## src/rtl/stl_pkg.sv

```systemverilog
// shared types and constants for the signed trailer parser
`default_nettype none

package stl_pkg;

    localparam int unsigned MAGIC_BYTES  = 4;
    localparam int unsigned STAMP_BYTES  = 8;
    localparam int unsigned NONCE_BYTES  = 8;
    localparam int unsigned LENGTH_BYTES = 2;
    localparam int unsigned HEADER_BYTES = MAGIC_BYTES + STAMP_BYTES + NONCE_BYTES + LENGTH_BYTES;

    localparam int unsigned COUNT_W = 17;
    localparam int unsigned LANE_W  = 3;

    localparam logic [COUNT_W-1:0] COUNT_MAX   = '1;
    localparam logic [COUNT_W-1:0] STAMP_FIRST = COUNT_W'(MAGIC_BYTES);
    localparam logic [COUNT_W-1:0] NONCE_FIRST = COUNT_W'(MAGIC_BYTES + STAMP_BYTES);
    localparam logic [COUNT_W-1:0] LEN_FIRST   = COUNT_W'(MAGIC_BYTES + STAMP_BYTES + NONCE_BYTES);
    localparam logic [COUNT_W-1:0] BODY_FIRST  = COUNT_W'(HEADER_BYTES);
    localparam logic [COUNT_W-1:0] BODY_OFFSET = COUNT_W'(HEADER_BYTES - 1);

    localparam int unsigned CFG_INDEX_W = 1;
    localparam int unsigned CFG_DATA_W  = 32;
    localparam logic [CFG_INDEX_W-1:0] CFG_MAGIC_WORD     = 1'b0;
    localparam logic [CFG_INDEX_W-1:0] CFG_SIGNATURE_SIZE = 1'b1;

    localparam logic [31:0] MAGIC_RESET    = 32'h3150_4D53;
    localparam logic [15:0] SIG_SIZE_RESET = 16'd3309;

    localparam int unsigned CMD_DEPTH_DEF = 2;
    localparam int unsigned RES_DEPTH_DEF = 2;

    typedef enum logic [1:0] {
        VERDICT_NONE      = 2'd0,
        VERDICT_SIGNED    = 2'd1,
        VERDICT_UNKNOWN   = 2'd2,
        VERDICT_MALFORMED = 2'd3
    } t_verdict;

    typedef enum logic [1:0] {
        SLOT_OTHER  = 2'd0,
        SLOT_STAMP  = 2'd1,
        SLOT_NONCE  = 2'd2,
        SLOT_LENGTH = 2'd3
    } t_slot;

    typedef struct packed {
        logic [7:0]         data_byte;
        t_slot              slot;
        logic [LANE_W-1:0]  lane;
        logic               is_last;
        logic               is_empty;
        logic               head_ok;
        logic               rep_seen;
        logic               short_magic;
        logic               short_header;
        logic [COUNT_W-1:0] body_len;
    } t_cmd;

    typedef struct packed {
        t_verdict    verdict;
        logic [63:0] stamp_value;
        logic [63:0] nonce_value;
        logic [15:0] sig_length;
    } t_result;

endpackage

`default_nettype wire

```

## src/rtl/stl_fifo.sv

```systemverilog
// small register queue with count, used between the parser stages and at the result side
`default_nettype none

module stl_fifo #(
    parameter int unsigned WIDTH = 8,
    parameter int unsigned DEPTH = 2
) (
    input  wire logic             i_clk,
    input  wire logic             i_rst_n,
    input  wire logic             i_push,
    input  wire logic [WIDTH-1:0] i_data,
    output logic                  o_full,
    input  wire logic             i_pop,
    output logic      [WIDTH-1:0] o_data,
    output logic                  o_empty
);

    localparam int unsigned PTR_W = (DEPTH > 1) ? $clog2(DEPTH) : 1;
    localparam int unsigned CNT_W = $clog2(DEPTH + 1);
    localparam logic [PTR_W-1:0] PTR_LAST = PTR_W'(DEPTH - 1);
    localparam logic [CNT_W-1:0] CNT_FULL = CNT_W'(DEPTH);

    logic [WIDTH-1:0] r_mem [DEPTH];
    logic [PTR_W-1:0] r_wr_ptr, n_wr_ptr;
    logic [PTR_W-1:0] r_rd_ptr, n_rd_ptr;
    logic [CNT_W-1:0] r_count, n_count;
    logic             push_ok;
    logic             pop_ok;

    assign o_full  = (r_count == CNT_FULL);
    assign o_empty = (r_count == '0);
    assign o_data  = r_mem[r_rd_ptr];
    assign push_ok = i_push & ~o_full;
    assign pop_ok  = i_pop & ~o_empty;

    always_comb begin
        n_wr_ptr = r_wr_ptr;
        n_rd_ptr = r_rd_ptr;
        n_count  = r_count;
        if (push_ok) begin
            n_wr_ptr = (r_wr_ptr == PTR_LAST) ? '0 : r_wr_ptr + 1'b1;
        end
        if (pop_ok) begin
            n_rd_ptr = (r_rd_ptr == PTR_LAST) ? '0 : r_rd_ptr + 1'b1;
        end
        unique case ({push_ok, pop_ok})
            2'b10:   n_count = r_count + 1'b1;
            2'b01:   n_count = r_count - 1'b1;
            default: n_count = r_count;
        endcase
    end

    always_ff @(posedge i_clk) begin
        if (!i_rst_n) begin
            r_wr_ptr <= '0;
            r_rd_ptr <= '0;
            r_count  <= '0;
        end else begin
            r_wr_ptr <= n_wr_ptr;
            r_rd_ptr <= n_rd_ptr;
            r_count  <= n_count;
        end
    end

    always_ff @(posedge i_clk) begin
        if (push_ok) begin
            r_mem[r_wr_ptr] <= i_data;
        end
    end

endmodule

`default_nettype wire

```

## src/rtl/stl_front.sv

```systemverilog
// front stage: takes bytes, tracks position and magic matches, classifies each item
`default_nettype none

module stl_front (
    input  wire logic                   i_clk,
    input  wire logic                   i_rst_n,
    input  wire logic                   i_valid,
    input  wire logic [7:0]             i_data_byte,
    input  wire logic                   i_last_byte,
    input  wire logic                   i_empty_trailer,
    input  wire logic [31:0]            i_magic_word,
    output stl_pkg::t_cmd               o_cmd
);

    import stl_pkg::*;

    logic [COUNT_W-1:0] r_byte_count, n_byte_count;
    logic [23:0]        r_recent, n_recent;
    logic               r_head_match, n_head_match;
    logic               r_repeat, n_repeat;

    logic [COUNT_W-1:0] pos;
    logic [7:0]         magic_byte;
    logic [31:0]        window;
    logic               past_magic;
    logic               head_miss;
    logic               rep_hit;
    logic [COUNT_W-1:0] stamp_off;
    logic [COUNT_W-1:0] nonce_off;
    logic [COUNT_W-1:0] len_off;

    assign pos        = r_byte_count;
    assign past_magic = (pos >= STAMP_FIRST);
    assign magic_byte = i_magic_word[{pos[1:0], 3'b000} +: 8];
    assign head_miss  = ~past_magic & (magic_byte != i_data_byte);
    assign window     = {i_data_byte, r_recent};
    assign rep_hit    = past_magic & (window == i_magic_word);
    assign stamp_off  = pos - STAMP_FIRST;
    assign nonce_off  = pos - NONCE_FIRST;
    assign len_off    = pos - LEN_FIRST;

    always_comb begin
        n_head_match = r_head_match & ~head_miss;
        n_repeat     = r_repeat | rep_hit;
        n_recent     = {i_data_byte, r_recent[23:8]};
        n_byte_count = (r_byte_count == COUNT_MAX) ? r_byte_count : r_byte_count + 1'b1;

        o_cmd              = '0;
        o_cmd.data_byte    = i_data_byte;
        o_cmd.is_last      = i_last_byte;
        o_cmd.is_empty     = i_empty_trailer;
        o_cmd.head_ok      = n_head_match;
        o_cmd.rep_seen     = n_repeat;
        o_cmd.short_magic  = (pos < STAMP_FIRST - 1'b1);
        o_cmd.short_header = (pos < BODY_FIRST - 1'b1);
        o_cmd.body_len     = pos - BODY_OFFSET;
        priority if (pos < STAMP_FIRST) begin
            o_cmd.slot = SLOT_OTHER;
            o_cmd.lane = '0;
        end else if (pos < NONCE_FIRST) begin
            o_cmd.slot = SLOT_STAMP;
            o_cmd.lane = stamp_off[LANE_W-1:0];
        end else if (pos < LEN_FIRST) begin
            o_cmd.slot = SLOT_NONCE;
            o_cmd.lane = nonce_off[LANE_W-1:0];
        end else if (pos < BODY_FIRST) begin
            o_cmd.slot = SLOT_LENGTH;
            o_cmd.lane = len_off[LANE_W-1:0];
        end else begin
            o_cmd.slot = SLOT_OTHER;
            o_cmd.lane = '0;
        end
    end

    always_ff @(posedge i_clk) begin
        if (!i_rst_n) begin
            r_byte_count <= '0;
            r_recent     <= '0;
            r_head_match <= 1'b1;
            r_repeat     <= 1'b0;
        end else if (i_valid) begin
            if (i_empty_trailer || i_last_byte) begin
                r_byte_count <= '0;
                r_recent     <= '0;
                r_head_match <= 1'b1;
                r_repeat     <= 1'b0;
            end else begin
                r_byte_count <= n_byte_count;
                r_recent     <= n_recent;
                r_head_match <= n_head_match;
                r_repeat     <= n_repeat;
            end
        end
    end

endmodule

`default_nettype wire

```

## src/rtl/stl_back.sv

```systemverilog
// back stage: assembles header fields and decides the verdict at the end of a trailer
`default_nettype none

module stl_back (
    input  wire logic          i_clk,
    input  wire logic          i_rst_n,
    input  wire logic          i_cmd_valid,
    input  wire stl_pkg::t_cmd i_cmd,
    output logic               o_cmd_pop,
    input  wire logic [15:0]   i_signature_size,
    input  wire logic          i_res_full,
    output logic               o_res_push,
    output stl_pkg::t_result   o_res
);

    import stl_pkg::*;

    logic [63:0] r_stamp, n_stamp;
    logic [63:0] r_nonce, n_nonce;
    logic [15:0] r_length, n_length;
    logic        ends_trailer;
    t_verdict    verdict;

    assign ends_trailer = i_cmd.is_last | i_cmd.is_empty;
    assign o_cmd_pop    = i_cmd_valid & (~ends_trailer | ~i_res_full);
    assign o_res_push   = o_cmd_pop & ends_trailer;

    always_comb begin
        n_stamp  = r_stamp;
        n_nonce  = r_nonce;
        n_length = r_length;
        unique case (i_cmd.slot)
            SLOT_STAMP:  n_stamp[{i_cmd.lane, 3'b000} +: 8]  = i_cmd.data_byte;
            SLOT_NONCE:  n_nonce[{i_cmd.lane, 3'b000} +: 8]  = i_cmd.data_byte;
            SLOT_LENGTH: n_length[{i_cmd.lane[0], 3'b000} +: 8] = i_cmd.data_byte;
            default: begin
            end
        endcase
    end

    always_comb begin
        priority if (i_cmd.is_empty) begin
            verdict = VERDICT_NONE;
        end else if (i_cmd.short_magic) begin
            verdict = VERDICT_MALFORMED;
        end else if (!i_cmd.head_ok) begin
            verdict = VERDICT_UNKNOWN;
        end else if (i_cmd.short_header) begin
            verdict = VERDICT_MALFORMED;
        end else if (n_length == '0) begin
            verdict = VERDICT_MALFORMED;
        end else if (n_length != i_signature_size) begin
            verdict = VERDICT_MALFORMED;
        end else if (i_cmd.body_len != {1'b0, n_length}) begin
            verdict = VERDICT_MALFORMED;
        end else if (i_cmd.rep_seen) begin
            verdict = VERDICT_MALFORMED;
        end else begin
            verdict = VERDICT_SIGNED;
        end
    end

    always_comb begin
        o_res         = '0;
        o_res.verdict = verdict;
        if (verdict == VERDICT_SIGNED) begin
            o_res.stamp_value = n_stamp;
            o_res.nonce_value = n_nonce;
            o_res.sig_length  = n_length;
        end
    end

    always_ff @(posedge i_clk) begin
        if (!i_rst_n) begin
            r_stamp  <= '0;
            r_nonce  <= '0;
            r_length <= '0;
        end else if (o_cmd_pop) begin
            if (ends_trailer) begin
                r_stamp  <= '0;
                r_nonce  <= '0;
                r_length <= '0;
            end else begin
                r_stamp  <= n_stamp;
                r_nonce  <= n_nonce;
                r_length <= n_length;
            end
        end
    end

endmodule

`default_nettype wire

```

## src/rtl/signed_trailer_parser_unit.sv

```systemverilog
// top level of the signed trailer parser: config registers, front and back stages, queues
`default_nettype none

// Takes one trailer byte per clock and returns one verdict item per trailer, on the
// byte marked last or on an empty-trailer item. A new byte is taken every cycle as long
// as the command queue between the front and back stages has room; the back stage drains
// one item per cycle and stalls only when the result queue is full. A verdict reaches the
// result side after its last byte via a command queue write, then a result queue write.
// Stamp, nonce and length read zero unless the verdict is signed. The user must write
// config registers only while no trailer is in flight; the block does not enforce it.

module signed_trailer_parser_unit #(
    parameter int unsigned CMD_DEPTH = stl_pkg::CMD_DEPTH_DEF,
    parameter int unsigned RES_DEPTH = stl_pkg::RES_DEPTH_DEF
) (
    input  wire logic                               i_clk,
    input  wire logic                               i_rst_n,
    input  wire logic                               push,
    output logic                                    full,
    input  wire logic [7:0]                         i_data_byte,
    input  wire logic                               i_last_byte,
    input  wire logic                               i_empty_trailer,
    output logic                                    empty,
    input  wire logic                               pop,
    output logic [1:0]                              o_verdict,
    output logic [63:0]                             o_stamp_value,
    output logic [63:0]                             o_nonce_value,
    output logic [15:0]                             o_sig_length,
    input  wire logic                               i_cfg_wr_en,
    input  wire logic [stl_pkg::CFG_INDEX_W-1:0]    i_cfg_index,
    input  wire logic [stl_pkg::CFG_DATA_W-1:0]     i_cfg_data
);

    import stl_pkg::*;

    logic [31:0] r_magic_word;
    logic [15:0] r_signature_size;

    logic    in_accept;
    t_cmd    front_cmd;
    t_cmd    back_cmd;
    logic    cmd_empty;
    logic    cmd_pop;
    logic    res_full;
    logic    res_push;
    t_result back_res;
    t_result out_res;

    assign in_accept = push & ~full;

    always_ff @(posedge i_clk) begin
        if (!i_rst_n) begin
            r_magic_word     <= MAGIC_RESET;
            r_signature_size <= SIG_SIZE_RESET;
        end else if (i_cfg_wr_en) begin
            unique case (i_cfg_index)
                CFG_MAGIC_WORD:     r_magic_word     <= i_cfg_data[31:0];
                CFG_SIGNATURE_SIZE: r_signature_size <= i_cfg_data[15:0];
                default: begin
                end
            endcase
        end
    end

    stl_front u_front (
        .i_clk           (i_clk),
        .i_rst_n         (i_rst_n),
        .i_valid         (in_accept),
        .i_data_byte     (i_data_byte),
        .i_last_byte     (i_last_byte),
        .i_empty_trailer (i_empty_trailer),
        .i_magic_word    (r_magic_word),
        .o_cmd           (front_cmd)
    );

    stl_fifo #(
        .WIDTH ($bits(t_cmd)),
        .DEPTH (CMD_DEPTH)
    ) u_cmd_fifo (
        .i_clk   (i_clk),
        .i_rst_n (i_rst_n),
        .i_push  (in_accept),
        .i_data  (front_cmd),
        .o_full  (full),
        .i_pop   (cmd_pop),
        .o_data  (back_cmd),
        .o_empty (cmd_empty)
    );

    stl_back u_back (
        .i_clk            (i_clk),
        .i_rst_n          (i_rst_n),
        .i_cmd_valid      (~cmd_empty),
        .i_cmd            (back_cmd),
        .o_cmd_pop        (cmd_pop),
        .i_signature_size (r_signature_size),
        .i_res_full       (res_full),
        .o_res_push       (res_push),
        .o_res            (back_res)
    );

    stl_fifo #(
        .WIDTH ($bits(t_result)),
        .DEPTH (RES_DEPTH)
    ) u_res_fifo (
        .i_clk   (i_clk),
        .i_rst_n (i_rst_n),
        .i_push  (res_push),
        .i_data  (back_res),
        .o_full  (res_full),
        .i_pop   (pop),
        .o_data  (out_res),
        .o_empty (empty)
    );

    assign o_verdict     = out_res.verdict;
    assign o_stamp_value = out_res.stamp_value;
    assign o_nonce_value = out_res.nonce_value;
    assign o_sig_length  = out_res.sig_length;

endmodule

`default_nettype wire
```

## config.mk

```make
export PLATFORM = sky130hd
export DESIGN_NAME = signed_trailer_parser_unit
export DESIGN_NICKNAME = d
export VERILOG_FILES = /design/src/rtl/stl_pkg.sv /design/src/rtl/stl_fifo.sv /design/src/rtl/stl_front.sv /design/src/rtl/stl_back.sv /design/src/rtl/signed_trailer_parser_unit.sv
export SDC_FILE = /design/constraint.sdc
export NUM_CORES = 1
export LEC_CHECK = 0
export BUFFER_PORTS_ARGS = -buffer_cell sky130_fd_sc_hd__buf_4
export CORE_ASPECT_RATIO = 0.9
export CORE_MARGIN = 2
export CORE_UTILIZATION = 30
export CTS_CLUSTER_DIAMETER = 40
export CTS_CLUSTER_SIZE = 8
export DETAILED_ROUTE_END_ITERATION = 16
export PLACE_DENSITY = 0.5
export SYNTH_ARGS = -nofsm -noshare
export SYNTH_HDL_FRONTEND = slang
export SYNTH_SLANG_ARGS = --single-unit
```

## constraint.sdc

```tcl
create_clock -name i_clk -period 8.6 [get_ports i_clk]
set_input_delay 0 -clock i_clk [delete_from_list [all_inputs] [get_ports i_clk]]
set_output_delay 0 -clock i_clk [all_outputs]
set_load 0.005 [all_outputs]
```

==> results of run 1 <==
cell usage in the layout, fill, tap and decap left out, types with 30 or more instances in the layout:
master	netlist	routed
mux2i_1	85	83
dfxtp_1	245	243
clkbuf_16	0	111
buf_4	6	243
clkbuf_1	139	36
a22oi_1	143	143
nor4_1	61	61
edfxtp_1	364	364
mux2_2	161	161
nor2_1	84	79
nand2_1	247	246
xnor2_1	57	57
nor3_1	75	72
or4_1	46	46
o21ai_0	64	64
dlygate4sd3_1	0	60
a21boi_0	30	30
nor4_2	46	46
a21oi_1	46	46
nand3_1	35	34
nor2b_1	162	161
area by class of cell:
cell class                      count  area (sq um)  share of cell area (%)
Clock buffer                      160          3090                    8.92
Clock inverter                     38           373                    1.08
Inverter                           13          48.8                   0.141
Multi-Input combinational cell   1596         11300                    32.6
Sequential cell                   609         15800                    45.7
Tap cell                         1242          1550                    4.48
Timing Repair Buffer              305          2460                    7.11
worst max-delay path: stages, from the launching register on:
cell and delay, ns:
dfxtp_2 0.40, buf_4 0.64, nand4b_1 0.42, nand2_1 0.33, o21ai_0 0.67, mux2i_4 0.13, a211oi_1 0.35, nand3_4 0.58
buf_4 0.57, nor4_1 0.47
power breakdown:
group	internal, mW	leakage [nW]	switching (mW)
registers	3.55	5.38	0.121
clock network	2.56	1.69	1.43
logic	0.970	3.94	1.63
kinds of logic after synthesis:
logic type,synth area share (%)
AO/OA/AOI/OAI,9.51
adder cells (fa/ha/maj),0.314
XOR/XNOR,2.48
multiplexers,10.2
flip-flops,56.7
AND/OR/NAND/NOR,17.6
buffers and inverters,3.17
final timing paths:
| kind | startpoint | endpoint | slack [ns] | depth (start not counted) |
|---|---|---|---|---|
| setup / recovery | flip-flop | u_res_fifo.r_mem[0][29] | 3.74 | 9 |
| hold reg to reg | u_front.r_head_match | u_front.r_head_match | 0.47 | 1 |
| setup reg to reg | flip-flop | u_res_fifo.r_mem[0][29] | 3.74 | 9 |
| hold / removal | i_cfg_wr_en | r_magic_word[12] | 0.08 | 4 |
metal layers:
metal  part of all wire, %  GRT usage, %  routed length [microns]  vias to the layer above
met5                     0             0                        0                        -
met4                   3.0          6.46                     2610                        0
met3                   5.2          3.02                     4540                      158
met2                    47          29.2                    41100                      596
met1                    45          23.9                    39300                     9983
li1                      -             -                        -                     9484
state kept, by name (all words and copies together), names as in the netlist, named ones only:
register	count
u_res_fifo.r_mem	292
u_cmd_fifo.r_mem	72
u_back.r_nonce	64
u_back.r_stamp	64
r_magic_word	32
u_front.r_recent	24
u_front.pos	17
r_signature_size	16
u_back.r_length	16
u_cmd_fifo.r_count	2
u_res_fifo.r_count	2
u_cmd_fifo.r_rd_ptr	1
u_cmd_fifo.r_wr_ptr	1
u_front.r_head_match	1
u_front.r_repeat	1
u_res_fifo.r_rd_ptr	1
u_res_fifo.r_wr_ptr	1
per-stage QoR:
step	std cells	power, mW
after floorplan	2407	5.16
after global placement	3705	6.32
after detailed placement	3705	6.35
after CTS	3963	10.4
after global routing	3963	10.7
final	3963	10.3
==> summary.md, run 1 <==
| Metric | Value |
|---|---|
| Worst relative slew slack | 17.3% |
| Worst vdd ir | 0.000221 V |
| Synth async-reset ratio | 0% |
| Hold Vio Cnt, Final | 0 |
| Number of synthesis warnings | 0 |
| Placed Instance Area | 0.0306 sq mm |
| Nets | 2686 |
| H-tree Lvls | 3 |
| Fmax | 0.206 GHz |
| Full die area | 0.0955 sq mm |
| Post-synth EDFFs | 364 |
| Worst-path clk slew | 0.05 ns |
| Die width | 326 microns |
| Period utilization | 56.5% |
| Routed Antenna Nets | 0 |
| Final setup margin | 3.74 ns |
| Fill count | 9075 |
| Pins over their slew limit | 0 |
| Clk_lat worst skew | 0.67 ns |
| PostCTS Resize Cnt | 0 |
| 1st-pass router iterations | 7 |
| CTS tree | yes |
| Iter 0 DRT Violations | 1401 |
| WS Path Type | flip-flop to flip-flop |
| Min-delay worst type | input pin to flip-flop |
| Clock root buffer | clkbuf_16 |
| Most numerous cell in the Yosys netlist | edfxtp_1 |
| Setup TNS Final | 0 ns |
| Register area share after synthesis | 56.7% |
| Netlist cell types | 78 |
| Register bit count reported by yosys | 609 |
| Crit path DAT | 5.28 ns |
| DR WL/cell | 22.1 microns |
| Vias in the first global route | 20358 |
| Primary FF master, synth | edfxtp_1 |
| CP Capture Type | flip-flop |
| Fin area | 0.0347 sq mm |
| Post-synth top area share | 39.2% |
| Initial antenna violation count | 1 |
| Status | completed |
| Worst Skew | 0.0404 ns |
| Grt total ovfl | 0 |
| Setup crit start kind | flip-flop |
| ANT cells | 0 |
| Postcts setup bufs | 0 |
| Die height | 293 microns |
| Final setup viols | 0 |
| RSZ-0062 raised after global routing | no |
| Port bufs | 195 |
| Worst slew pin tran | 1.23 ns |
| I/O pin cnt | 196 |
| Drt total wl | 87500 microns |
| Max Fanout on Critical Path | 55 |
| Yosys top cell by area | edfxtp_1 |
| Longest Clk Path Bufs | 3 |
| Commonest cells in the netlist | edfxtp_1 (364), nand2_1 (247), dfxtp_1 (245) |
| Layout area overhead | 24.2% |
| Largest net degree at the start of global routing | 147 |
| Cell Area, Synth | 0.0279 sq mm |
| GPL Wtd Cong | 0.866 |
| Hpwl dp | 57400 microns |
| Tot GR Track Use | 17.9% |
| Worst EP required | 9.02 ns |
| CTS sink cnt | 609 |
| Main area contributors after synthesis | edfxtp_1 (39%), dfxtp_1 (18%), mux2_2 (6.5%), a22oi_1 (3.8%), nor2b_1 (3.6%) |
| Vias after detailed routing | 20221 |
| Fin util | 37.5% |
| Crit path time final | 4.86 ns |
| Layout cells sized above 1 | 24.3% |
| Drt drc | 0 |
| Initial core utilization | 30.2% |
| First-pass GRT wire length | 130000 microns |
| Cts hold-fix bufs | 60 |
| DP Worst Slack | 3.72 ns |
| Worst hold slack | 0.0769 ns |
| Syn nets | 2462 |
| Mapped Cells | 2407 |
| Leak | 11.0 nW |
| Vias per cell | 5.10 |
| Syn Area/Cell | 11.6 sq um |
| Maxcap violations | 0 |
| Core footprint | 0.0926 sq mm |
| Num CTS Buffers | 106 |
| Num rows | 106 |
| Pwr dens | 296 mW/mm^2 |
Note: power is estimated with default switching activity, not from simulation.
==> run 2: changes to the inputs <==
PLACE_DENSITY = 0.48   (was 0.5)
clock period = 4.7 ns   (was 8.6 ns; I/O delays follow)
==> summary.md, run 2 (synthesis results as in run 1) <==
| Metric | Value |
|---|---|
| GPL Wtd Cong | 0.903 (was 0.866) |
| Most flops, register | u_res_fifo.r_mem (unchanged) |
| Initial core utilization | 30.2% (unchanged) |
| Clk_lat worst skew | 0.66 ns (was 0.67 ns) |
| WHS Path Cells | 4 (unchanged) |
| PostCTS Resize Cnt | 0 (unchanged) |
| DP Worst Slack | 0.572 ns (was 3.72 ns) |
| Port bufs | 195 (unchanged) |
| Crit path time final | 4.22 ns (was 4.86 ns) |
| Hold Vio Cnt, Final | 0 (unchanged) |
| CP Capture Type | flip-flop (unchanged) |
| Largest regs | u_res_fifo.r_mem x292, u_cmd_fifo.r_mem x72 (unchanged) |
| Postcts setup bufs | 0 (unchanged) |
| Drt drc | 0 (unchanged) |
| Non-filler cells, final | 3996 (was 3963) |
| Crit-path max cell delay | 0.56 ns (was 0.67 ns) |
| Layout area overhead | 25.5% (was 24.2%) |
| Commonest cells after routing, fill and taps aside | edfxtp_1 (364), buf_4 (271), nand2_1 (246) (was edfxtp_1 (364), nand2_1 (246), buf_4 (243), dfxtp_1 (243)) |
| Full die area | 0.0955 sq mm (unchanged) |
| RR Endpoint | u_res_fifo.r_mem[1][31] (was u_res_fifo.r_mem[0][29]) |
| Worst vdd ir | 0.000285 V (was 0.000221 V) |
| DR WL/cell | 22.3 microns (was 22.1 microns) |
| Status | completed (unchanged) |
| Pins over their slew limit | 0 (unchanged) |
| Setup TNS Final | 0 ns (unchanged) |
| First-pass GRT wire length | 133000 microns (was 130000 microns) |
| FF+latch area | 0.0158 sq mm (unchanged) |
| Period utilization | 89.7% (was 56.5%) |
| Final setup viols | 0 (unchanged) |
| Min-delay worst type | input pin to flip-flop (unchanged) |
| Die height | 293 microns (unchanged) |
| I/O pin cnt | 196 (unchanged) |
| Pwr dens | 539 mW/mm^2 (was 296 mW/mm^2) |
| Hpwl dp | 59800 microns (was 57400 microns) |
| Worst relative slew slack | 17.5% (was 17.3%) |
| Vias in the first global route | 20490 (was 20358) |
| Maxcap violations | 0 (unchanged) |
| Layout cells sized above 1 | 24.9% (was 24.3%) |
| Most common cell after layout, fill and taps aside | edfxtp_1 (unchanged) |
| Fin area | 0.0350 sq mm (was 0.0347 sq mm) |
| Iter 0 DRT Violations | 1513 (was 1401) |
| Num CTS Buffers | 104 (was 106) |
| FF-to-FF setup slack | 0.48 ns (was 3.74 ns) |
| Setup crit start kind | flip-flop (unchanged) |
| Die width | 326 microns (unchanged) |
| Fmax | 0.237 GHz (was 0.206 GHz) |
| ANT cells | 0 (unchanged) |
| Largest net degree at the start of global routing | 162 (was 147) |
| Worst Skew | 0.0314 ns (was 0.0404 ns) |
| CTS tree | yes (unchanged) |
| WS Path Type | flip-flop to flip-flop (unchanged) |
| CTS sink cnt | 609 (unchanged) |
| Final setup margin | 0.485 ns (was 3.74 ns) |
| Worst EP required | 5.11 ns (was 9.02 ns) |
| RSZ-0062 raised after global routing | no (unchanged) |
| Worst path slowest cell | o21ai_0 (unchanged) |
| Leak | 11.2 nW (was 11.0 nW) |
| Vias after detailed routing | 20396 (was 20221) |
| H-tree Lvls | 3 (unchanged) |
| Core footprint | 0.0926 sq mm (unchanged) |
| Grt total ovfl | 0 (unchanged) |
| Crit path DAT | 4.62 ns (was 5.28 ns) |
| Placed insts | 3742 (was 3705) |
| Tot GR Track Use | 18.3% (was 17.9%) |
| 1st-pass router iterations | 6 (was 7) |
| Worst slew pin tran | 1.23 ns (about the same) |
| Max Fanout on Critical Path | 25 (was 55) |
| Cell mode on critical path | buf_4 (unchanged) |
| CP Cell Sequence | buf_4, nand4b_1, nand2_1, o21ai_0, mux2i_4, a211oi_1, nand3_4, buf_4, nor4_1 (unchanged) |
| Worst-path clk slew | 0.05 ns (about the same) |
| Vias per cell | 5.10 (about the same) |
| Fill count | 9100 (was 9075) |
| HP Start | i_cfg_data[0] (was i_cfg_wr_en) |
| Area occupied by multi-input gates | 0.0113 sq mm (about the same) |
| Drt total wl | 89200 microns (was 87500 microns) |
| Nets | 2725 (was 2686) |
| Placed Instance Area | 0.0310 sq mm (was 0.0306 sq mm) |
| Clock root buffer | clkbuf_16 (unchanged) |
| Num rows | 106 (unchanged) |
| Hold EP | r_signature_size[0] (was r_magic_word[12]) |
| Initial antenna violation count | 0 (was 1) |
| Longest Clk Path Bufs | 3 (unchanged) |
| Routed Antenna Nets | 0 (unchanged) |
| R2R depth | 9 (unchanged) |
| Largest register FFs | 292 (unchanged) |
-- run 2: worst max path at each step --
stage                         start                      end  slack (ns)  depth (start not counted)
after global placement    flip-flop  u_res_fifo.r_mem[0][30]        0.72                          9
after floorplan           flip-flop   u_res_fifo.r_mem[0][0]       -1.03                          8
final                     flip-flop  u_res_fifo.r_mem[1][31]        0.48                          9
after detailed placement  flip-flop  u_res_fifo.r_mem[0][31]        0.57                          9
after global routing      flip-flop  u_res_fifo.r_mem[0][26]        0.22                          9
after CTS                 flip-flop  u_res_fifo.r_mem[0][31]        0.55                          9
-- run 2: per-layer routing --
metal / vias to the layer above / part of all wire, % / GRT usage, %
li1: 9553 / - / -
met3: 106 / 5.1 / 3.12
met1: 10153 / 45 / 24.6
met2: 584 / 48 / 30.6
met4: 0 / 1.9 / 4.69
met5: - / 0 / 0
-- run 2: timing repair --
| item | 4_1_cts | 5_1_grt |
|---|---|---|
| endpoints found under the hold margin | 86 | 0 |
| setup endpoints to repair | 0 | 0 |
| hold buffers | 64 | 0 |
-- run 2: area by class of cell --
class,count,share of cell area (%)
flip-flops and latches,609,45.2
multi-input cells,1596,32.2
clock buffers,159,8.67
repair buffers,346,8.27
well taps,1242,4.44
clock inverters,31,1.01
inverters,13,0.139
-- run 2: critical path, delay by kind of cell (launching register included) --
family,cells,cell delay [ns]
AND/OR/NAND/NOR,4,1.66
AO/OA/AOI/OAI,2,0.93
buffers and inverters,2,0.79
multiplexers,1,0.12
flip-flops,1,0.47
-- run 2: metrics by stage --
| step | util (%) | power [mW] | hold slack, ns |
|---|---|---|---|
| after detailed placement | 33.5 | 11.8 | 0.215 |
| after floorplan | - | 9.36 | 0.0989 |
| after CTS | 37.8 | 19.1 | 0.0960 |
| after global routing | 37.8 | 19.7 | 0.123 |
| final | 37.8 | 18.9 | 0.129 |
| after global placement | 33.5 | 11.7 | 0.211 |
-- run 2: power breakdown --
part | leakage (nW) | total [mW] | switching (mW) | internal (mW)
Combinational | 4.18 | 4.86 | 2.98 | 1.88
Clock | 1.65 | 7.28 | 2.58 | 4.70
Sequential | 5.38 | 6.76 | 0.290 | 6.47
Total | 11.2 | 18.9 | 5.84 | 13.1
==> run 3: changes to the inputs <==
RECOVER_POWER = 25   (was not set)
==> summary.md, run 3 (synthesis results as in run 1) <==
| Metric | Value |
|---|---|
| Vias per cell | 5.10 (about the same) |
| Fin area | 0.0349 sq mm (was 0.0350 sq mm) |
| Port bufs | 195 (unchanged) |
| Routed Antenna Nets | 0 (unchanged) |
| R2R depth | 9 (unchanged) |
| Longest Clk Path Bufs | 3 (unchanged) |
| Worst relative slew slack | -70.5% (was 17.5%) |
| Nets | 2725 (unchanged) |
| H-tree Lvls | 3 (unchanged) |
| Crit path DAT | 4.60 ns (was 4.62 ns) |
| CTS sink cnt | 609 (unchanged) |
| Max Fanout on Critical Path | 25 (unchanged) |
| Postcts setup bufs | 0 (unchanged) |
| CP Capture Type | flip-flop (unchanged) |
| Failing checks | capacitance limit, slew limit |
| Min-delay worst type | input pin to flip-flop (unchanged) |
| Full die area | 0.0955 sq mm (unchanged) |
| Worst vdd ir | 0.000285 V (about the same) |
| Fmax | 0.239 GHz (was 0.237 GHz) |
| First-pass GRT wire length | 133000 microns (unchanged) |
| Worst-path clk slew | 0.05 ns (about the same) |
| Vias in the first global route | 20490 (unchanged) |
| Initial antenna violation count | 0 (unchanged) |
| Period utilization | 89.2% (was 89.7%) |
| Vias after detailed routing | 20366 (was 20396) |
| Leak | 11.1 nW (was 11.2 nW) |
| Placed Instance Area | 0.0310 sq mm (unchanged) |
| Clk_lat worst skew | 0.66 ns (about the same) |
| Die height | 293 microns (unchanged) |
| Layout cells sized above 1 | 22.7% (was 24.9%) |
| Hpwl dp | 59800 microns (unchanged) |
| Design Power | 18.8 mW (was 18.9 mW) |
| Setup crit start kind | flip-flop (unchanged) |
| GPL Wtd Cong | 0.903 (unchanged) |
| Worst EP required | 5.11 ns (about the same) |
| Tot GR Track Use | 18.3% (unchanged) |
| I/O pin cnt | 196 (unchanged) |
| CTS tree | yes (unchanged) |
| RSZ-0062 raised after global routing | no (unchanged) |
| Cts hold-fix bufs | 64 (unchanged) |
| Commonest cells after routing, fill and taps aside | edfxtp_1 (364), nand2_1 (246), dfxtp_1 (243) (was edfxtp_1 (364), buf_4 (271), nand2_1 (246)) |
| Most flops, register | u_res_fifo.r_mem (unchanged) |
| Largest regs | u_res_fifo.r_mem x292, u_cmd_fifo.r_mem x72 (unchanged) |
| 1st-pass router iterations | 5 (was 6) |
| Core footprint | 0.0926 sq mm (unchanged) |
| Worst slew pin tran | 2.54 ns (was 1.23 ns) |
| DR WL/cell | 22.3 microns (about the same) |
| Drt drc | 0 (unchanged) |
| Most common cell after layout, fill and taps aside | edfxtp_1 (unchanged) |
| Num CTS Buffers | 104 (unchanged) |
| Final setup viols | 0 (unchanged) |
| WHS Path Cells | 4 (unchanged) |
| Pwr dens | 539 mW/mm^2 (about the same) |
| Hold Vio Cnt, Final | 0 (unchanged) |
| WS Path Type | flip-flop to flip-flop (unchanged) |
| Largest net degree at the start of global routing | 162 (unchanged) |
| Iter 0 DRT Violations | 1431 (was 1513) |
| Maxcap violations | 6 (was 0) |
| Num rows | 106 (unchanged) |
| Status | finished, violations left (was completed) |
| Drt total wl | 89300 microns (was 89200 microns) |
| Crit path time final | 4.19 ns (was 4.22 ns) |
| Worst hold slack | 0.128 ns (was 0.129 ns) |
| ANT cells | 0 (unchanged) |
| Largest register FFs | 292 (unchanged) |
| Worst Skew | 0.0308 ns (was 0.0314 ns) |
| Initial core utilization | 30.2% (unchanged) |
| Grt total ovfl | 0 (unchanged) |
| Layout area overhead | 25.0% (was 25.5%) |
| Die width | 326 microns (unchanged) |
| Clock root buffer | clkbuf_16 (unchanged) |
| PostCTS Resize Cnt | 0 (unchanged) |
| Pins over their slew limit | 248 (was 0) |
| Fin util | 37.7% (was 37.8%) |
## run 3: changes by cell type in the layout (fill, tap and decap cells not counted), sizes merged
cell,previous run,this run
buf,282,209
clkbuf,159,232
## run 3: cell type report
class	count	area (sq um)
fillers	9125	57700
flip-flops and latches	609	15800
multi-input cells	1596	11300
clock buffers	159	3040
repair buffers	346	2800
well taps	1242	1550
clock inverters	31	354
inverters	13	48.8
## run 3: routing by layer
layer  part of all wire (%)  track usage (%)  wire length [microns]
met1                     45             24.6                  40100
met2                     48             30.6                  43000
met3                    5.0             3.12                   4490
met4                    1.9             4.69                   1700
met5                      0                0                      0
## run 3: where the power goes
part	switching, mW	total [mW]	internal [mW]
Sequential	0.287	6.75	6.47
Combinational	2.98	4.77	1.80
Clock	2.57	7.28	4.70
## run 3: worst max-delay path: stages, from the launching register on
cell and delay [ns]:
dfxtp_2 0.47, buf_4 0.39, nand4b_1 0.37, nand2_1 0.36, o21ai_0 0.56, mux2i_4 0.12
a211oi_1 0.36, nand3_4 0.50, buf_4 0.37, nor4_1 0.43
## run 3: path summary, 6_finish.rpt
kind / from / to / slack, ns
setup reg to reg: flip-flop / u_res_fifo.r_mem[1][26] / 0.51
hold reg to reg: u_front.r_head_match / u_front.r_head_match / 0.47
hold / removal: i_cfg_data[0] / r_signature_size[0] / 0.13
setup / recovery: flip-flop / u_res_fifo.r_mem[1][26] / 0.51
## run 3: through the flow
stage	setup WS (ns)	instances	setup TNS [ns]
after floorplan	-1.03	2407	-302.13
after global placement	0.720	3742	0
after detailed placement	0.572	3742	0
after CTS	0.548	3996	0
after global routing	0.211	3996	0
final	0.509	3996	0
